`src/bb3_pkg.sv`:
```
package bb3_pkg;

    localparam int MAX_WIDTH = 2048;
    localparam int COL_W = $clog2(MAX_WIDTH);
    localparam int DIM_W = 12;
    localparam int WID_W = $clog2(MAX_WIDTH + 1);
    localparam int ROW_W = DIM_W + 1;
    localparam int POS_W = ROW_W + 2;
    localparam int CHAN_W = 8;
    localparam int SUM_W = 12;
    localparam int NUM_W = SUM_W + 1;
    localparam int CNT_W = 4;
    localparam int RECIP_W = 19;
    localparam int RECIP_SHIFT = 19;
    localparam int LINE_W = 6 * CHAN_W;

    localparam logic [DIM_W-1:0] WIDTH_RESET = 12'd640;
    localparam logic [DIM_W-1:0] HEIGHT_RESET = 12'd480;

    typedef enum logic [0:0] {
        REG_FRAME_WIDTH  = 1'b0,
        REG_FRAME_HEIGHT = 1'b1
    } t_cfg_reg;

    typedef struct packed {
        logic [CHAN_W-1:0] red;
        logic [CHAN_W-1:0] green;
        logic [CHAN_W-1:0] blue;
    } t_pixel;

    // Which window rows and columns lie inside the frame, plus the end marker.
    typedef struct packed {
        logic [2:0] row_ok;
        logic [2:0] col_ok;
        logic       frame_end;
    } t_win_ctl;

    // Reciprocal of twice the neighbor count, scaled by 2**RECIP_SHIFT. The
    // constants are exact for every numerator the blur can produce.
    function automatic logic [RECIP_W-1:0] recip(input logic [CNT_W-1:0] cnt);
        logic [RECIP_W-1:0] m;
        unique case (cnt)
            4'd1:    m = RECIP_W'(1 << (RECIP_SHIFT - 1));
            4'd2:    m = RECIP_W'(1 << (RECIP_SHIFT - 2));
            4'd3:    m = RECIP_W'(87382);
            4'd4:    m = RECIP_W'(1 << (RECIP_SHIFT - 3));
            4'd6:    m = RECIP_W'(43691);
            4'd9:    m = RECIP_W'(29128);
            default: m = '0;
        endcase
        return m;
    endfunction

endpackage

```
`src/bb3_norm.sv`:
```
module bb3_norm (
    input  logic                     i_clk,
    input  logic                     i_rst_n,
    input  logic                     i_valid,
    input  bb3_pkg::t_pixel [8:0]    i_win,
    input  bb3_pkg::t_win_ctl        i_ctl,
    output logic                     o_ready,
    output logic                     o_valid,
    input  logic                     i_stall,
    output logic [7:0]               o_red,
    output logic [7:0]               o_green,
    output logic [7:0]               o_blue,
    output logic                     o_frame_end
);
    import bb3_pkg::*;

    logic                          adv_out;
    logic                          s2_ready;
    logic [1:0]                    n_rows;
    logic [1:0]                    n_cols;
    logic [CNT_W-1:0]              cnt;
    logic [SUM_W-1:0]              sum [3];
    logic [NUM_W-1:0]              num [3];
    logic [NUM_W+RECIP_W-1:0]      prod [3];

    logic                          r_s2_v;
    logic [NUM_W-1:0]              r_num [3];
    logic [RECIP_W-1:0]            r_recip;
    logic                          r_s2_end;
    logic                          r_out_v;
    logic [CHAN_W-1:0]             r_out [3];
    logic                          r_out_end;

    assign adv_out  = !r_out_v || !i_stall;
    assign s2_ready = !r_s2_v || adv_out;
    assign o_ready  = s2_ready;

    // Masked window sums and the round-half-up numerator 2*S + n.
    always_comb begin
        n_rows = 2'($countones(i_ctl.row_ok));
        n_cols = 2'($countones(i_ctl.col_ok));
        cnt = CNT_W'(n_rows) * CNT_W'(n_cols);
        for (int k = 0; k < 3; k++) begin
            sum[k] = '0;
        end
        for (int i = 0; i < 3; i++) begin
            for (int j = 0; j < 3; j++) begin
                if (i_ctl.row_ok[i] && i_ctl.col_ok[j]) begin
                    sum[0] = sum[0] + SUM_W'(i_win[i*3+j].red);
                    sum[1] = sum[1] + SUM_W'(i_win[i*3+j].green);
                    sum[2] = sum[2] + SUM_W'(i_win[i*3+j].blue);
                end
            end
        end
        for (int k = 0; k < 3; k++) begin
            num[k] = {sum[k], 1'b0} + NUM_W'(cnt);
        end
    end

    always_comb begin
        for (int k = 0; k < 3; k++) begin
            prod[k] = (NUM_W+RECIP_W)'(r_num[k]) * (NUM_W+RECIP_W)'(r_recip);
        end
    end

    always_ff @(posedge i_clk) begin
        if (!i_rst_n) begin
            r_s2_v  <= 1'b0;
            r_out_v <= 1'b0;
        end else begin
            if (s2_ready) begin
                r_s2_v <= i_valid;
            end
            if (adv_out) begin
                r_out_v <= r_s2_v;
            end
        end
    end

    always_ff @(posedge i_clk) begin
        if (s2_ready && i_valid) begin
            for (int k = 0; k < 3; k++) begin
                r_num[k] <= num[k];
            end
            r_recip  <= recip(cnt);
            r_s2_end <= i_ctl.frame_end;
        end
        if (adv_out && r_s2_v) begin
            for (int k = 0; k < 3; k++) begin
                r_out[k] <= prod[k][RECIP_SHIFT +: CHAN_W];
            end
            r_out_end <= r_s2_end;
        end
    end

    assign o_valid     = r_out_v;
    assign o_red       = r_out[0];
    assign o_green     = r_out[1];
    assign o_blue      = r_out[2];
    assign o_frame_end = r_out_end;

endmodule

```
`config.mk`:
```
export PLATFORM = sky130hd
export DESIGN_NAME = bb3_norm
export DESIGN_NICKNAME = d
export VERILOG_FILES = /design/src/bb3_pkg.sv /design/src/bb3_norm.sv
export SDC_FILE = /design/constraint.sdc
export NUM_CORES = 2
export LEC_CHECK = 0
export BUFFER_PORTS_ARGS = -buffer_cell sky130_fd_sc_hd__buf_2
export CAP_MARGIN = 0
export CELL_PAD_IN_SITES_DETAIL_PLACEMENT = 1
export CELL_PAD_IN_SITES_GLOBAL_PLACEMENT = 2
export CORE_ASPECT_RATIO = 1.25
export CORE_MARGIN = 2
export CORE_UTILIZATION = 39
export DETAILED_ROUTE_END_ITERATION = 7
export GPL_TIMING_DRIVEN = 0
export PLACE_DENSITY = 0.87
export SLEW_MARGIN = 40
export SYNTH_ARGS = -nofsm -noshare
export SYNTH_HDL_FRONTEND = slang
export SYNTH_SLANG_ARGS = --single-unit
export TNS_END_PERCENT = 50
```
`constraint.sdc`:
```
create_clock -name i_clk -period 13.9 [get_ports i_clk]
set_input_delay 2.085 -clock i_clk [delete_from_list [all_inputs] [get_ports i_clk]]
set_output_delay 2.085 -clock i_clk [all_outputs]
set_load 0.05 [all_outputs]
```
---- Word-level counts from Yosys, hierarchy flattened ----
Memory sizes are Yosys's and may differ from the RTL's.
Index checks and enable logic that the tools add are counted.
cells by class
  $add $sub $neg .......................... 31
  multipliers ............................. 4
  equality and inequality tests ........... 6
  mux-type cells .......................... 14
  reduce and logical (&&, ||, !) cells .... 16
operators by type and width
  kind                                                  count
  adder 12 x 8 -> 12 bit                                24
  2-to-1 mux 36 bit                                     8
  case mux 19 bit (6 select lines)                      1
  multiplier 13 x 19 -> 27 bit                          3
  adder 13 x 4 -> 13 bit                                3
  2-to-1 mux 32 bit                                     1
  logical AND 1 bit                                     11
  equality test 4 x 2 -> 1 bit (second input constant)  2
  equality test 4 x 3 -> 1 bit (second input constant)  2
  adder 1 x 1 -> 2 bit                                  2
  adder 2 x 1 -> 2 bit                                  2
  equality test 4 x 1 -> 1 bit (second input constant)  1
  equality test 4 bit (second input constant)           1
  multiplier 2 x 2 -> 4 bit                             1
  2-to-1 mux 1 bit                                      4
  logical NOT 1 bit                                     3
  logical OR 1 bit                                      2
word-level totals
  flip-flop bits (word level) ............. 23
  memory bits (writable) .................. 63
  input bits .............................. 227
  memories ................................ 2
memory list
  memory  words  width  read ports  clocked after Yosys merged registers in  write ports  line            text
  r_num   3      13     3           0                                        3            bb3_norm.sv:27  logic [NUM_W-1:0] r_num [3];
  r_out   3      8      3           0                                        3            bb3_norm.sv:31  logic [CHAN_W-1:0] r_out [3];

---- Logic depth before layout (Yosys ltp) ----
  depth after elaboration ................. 19
  mapped depth ............................ 58
  depth with buffers taken out ............ 54

---- Worst setup path before layout ----
Ideal clock, no wire load.
  path kind ............................... in2reg
  from .................................... in i_ctl[4] in the netlist's numbering
  to ...................................... mem r_num[0][37] in the netlist's numbering (data pin)
  setup time .............................. 0.263 ns
  arrival time ............................ 11.569 ns
  slack ................................... 2.067 ns
  cell stages on the path ................. 51
  cell sequence ........................... buf_4 buf_2 clkbuf_1 clkbuf_1 and3_1 ha_1 inv_1 fa_1 nor2b_1 nor3_1 nor3_1 mux2_2 ha_1 o21ai_0 a21oi_1 a211oi_1 a221o_1 ha_1 [15 not listed] nor2_1 xnor2_1 nor2_1 a211o_1 ha_1 nand2b_1 mux2i_1 a311o_1 ha_1 xor2_1 mux2_2 ha_1 xor2_1 mux2i_1 nor4_2 nand3b_1 a21boi_1 xor2_1
RTL lines
  item                line            text
  start: declaration  bb3_norm.sv:6   input bb3_pkg::t_win_ctl i_ctl,
  end: declaration    bb3_norm.sv:27

==> metrics.txt <==
Setup Viol. Count Final=0; PwrDens=273 nW/um2; area growth from synthesis to layout=9.84%; placement row count=117; Worst Hold Slack=418 ps; Final WS setup=between 600 and 700 ps; Cell Area, Synth=32000 um2; largest net degree at the start of global routing=43; Peak Freq=approximately 75 MHz; Initial Utilization=39.3%; total grt overflow=0; Place WS=-1220 ps; DRT met1 WL=just over 40000 um; Tmin final=13270 ps; r2r setup slk=6060 ps; maximum clock insertion buffer count=2; Inserted Clock Buffers=9; Clock Sinks=73; drt initial violations=1115; IO Pins=about 250; final hold viol count=0; post-layout util=43.2%; Pre-antenna DRT Iters=7; WL per Instance=23.1 um; Worst EP required=around 14000 ps; Worst Hold Class=reg -> reg; Filler Cell Count=roughly 9900; Syn Inst Count=3708; DRC=0; DRT antenna net count=0; status=finished clean; worst slew pin tran=948 ps; leading area contributor after synthesis=fa_1; Total Routing Usage GR=~28%; Root Driver=clkbuf_16; DRT Wirelength=117000 um; Syn Nets=4808; RSZ-0062 raised after global routing=yes; Unique masters post-synth=102; Placed Area=34700 um2; sequential share of the synthesized area=approximately 6.8%; CP max stage cell=clkbuf_1; Post-Syn Area per Cell=8.63 um2; H-tree depth=3; Yosys reg bits=73; R2R cell count=25; fraction of layout instances using a drive strength above 1=10.1%; CP most frequent cell=ha_1; top-count cell post-synth=inv_1; clk slew on worst S/H paths=70 ps; max-slew violations=0; Die Span X=260 um; Setup Skew=12.2 ps; RD Place Congestion=just under 1; PortBufs=253; DP HPWL=between 100000 and 150000 um; fin crit share=95.4%; full die area=~84000 um2; Top Layer Used=met5; crit path kind=in -> reg; Avg Vias per Cell=5.41; LEAKAGE=17.4 nW; max-cap check violation count=0; prevailing post-synth register cell=edfxtp_1; Via Count=~27000; top cells by area, synth=fa_1 (32%), ha_1 (14%), inv_1 (8.4%), edfxtp_1 (6.7%), xnor2_1 (3.7%); fin area=35200 um2; most frequent cells after synthesis=inv_1 (712), fa_1 (509), ha_1 (364); CP arrival=13390 ps; Hold Crit Depth=0; Synth async-reset ratio=0%; first-pass GRT wire length=177000 um; crit-path max cell delay=about 470 ps; worst skew pair latency=380 ps; post-synth top area share=31.8%; Nets=5075; warnings from Yosys=0; Post-synth EDFFs=71; met3 wire length=4470 um; CORE AREA=a little over 80000 um2; vias in the first global route=30500; crit path max fanout=19; Setup crit start kind=input port; peak supply drop=0.000228 V; initial antenna violation count=24; Max-slew headroom=around 37%; CTS tree=yes; met2 WL=63500 um; Setup crit end kind=flip-flop; Die Span Y=324 um; setup_tns=0 ps
==> registers in the layout, summed over array words and instances, names as in the netlist <==
register     flops
r_num           37
r_out           24
r_recip          8
o_frame_end      1
o_valid          1
r_s2_end         1
r_s2_v           1
==> layout make-up <==
type,count,area (um2),area share [%]
clock inverters,7,93.8,0.267
diodes,11,27.5,0.0783
clock buffers,9,225,0.641
repair buffers,258,1320,3.77
inverters,712,2670,7.60
well taps,1071,1340,3.81
multi-input cells,2835,26900,76.6
flip-flops and latches,73,2170,6.18
plain buffers,86,365,1.04
==> layer usage <==
metal,track usage (%),up-vias
met4,17.0,20
met1,28.0,13700
li1,-,12700
met3,3.27,293
met5,0,-
met2,55.1,678
==> logic make-up after synthesis <==
family,Yosys count,share of synthesized area [%]
buf+inv,800,9.44
mux,52,1.75
xor+xnor,196,5.65
compound gates,699,14.5
fa+ha+maj,876,46.2
flops,73,6.79
simple gates,1012,15.7
==> power by group <==
part	internal [mW]	switching [mW]	total, mW
sequential	0.570	0.0898	0.660
combinational	3.73	4.95	8.68
clock	0.157	0.105	0.262
total	4.46	5.15	9.60
==> placed cells by master (no fill, tap or decap), types with 14 or more instances in the layout <==
master	n
fa_1	509
xnor2_1	135
o22ai_1	14
a211oi_1	25
edfxtp_1	71
nand3_1	38
a31oi_1	21
o21a_1	52
nor2_1	236
o31ai_1	14
nor3_1	41
o21ai_0	151
mux2i_1	23
a21oi_1	158
mux2_2	28
o211ai_1	14
nor2b_1	49
or3_1	15
o21ai_1	17
buf_2	263
and3_1	44
and2_1	184
a21o_1	58
inv_1	712
nand2_1	283
o21bai_1	18
ha_1	364
xor2_1	54
nand2b_1	37
clkbuf_1	56
==> path summary, 6_finish.rpt <==
kind	endpoint	start
setup / recovery	r_num[0][25]	i_ctl[1]
hold / removal	o_frame_end	r_s2_end
setup reg to reg	r_out[0][15]	r_recip[15]
hold reg to reg	o_frame_end	r_s2_end
==> critical path: cells and delay by family <==
family          cells  cell delay [ps]
compound gates     19             3830
fa+ha+maj           9             2740
simple gates       13             2250
buf+inv             6             1520
xor+xnor            5              920
==> metrics by stage <==
step,power [mW],std cells
final,9.60,5062
after global routing,10.9,5052
after CTS,9.77,5049
after detailed placement,9.42,5034
after global placement,9.02,5032
after floorplan,7.00,3708
==> what timing repair did <==
action | CTS | global route
gates resized for setup | 5 | 31
pin swaps | 0 | 1
hold buffers | 0 | 0
buffers inserted | 0 | 3
setup endpoints to repair | 9 | 13
Power figures use the tool's default switching activity.
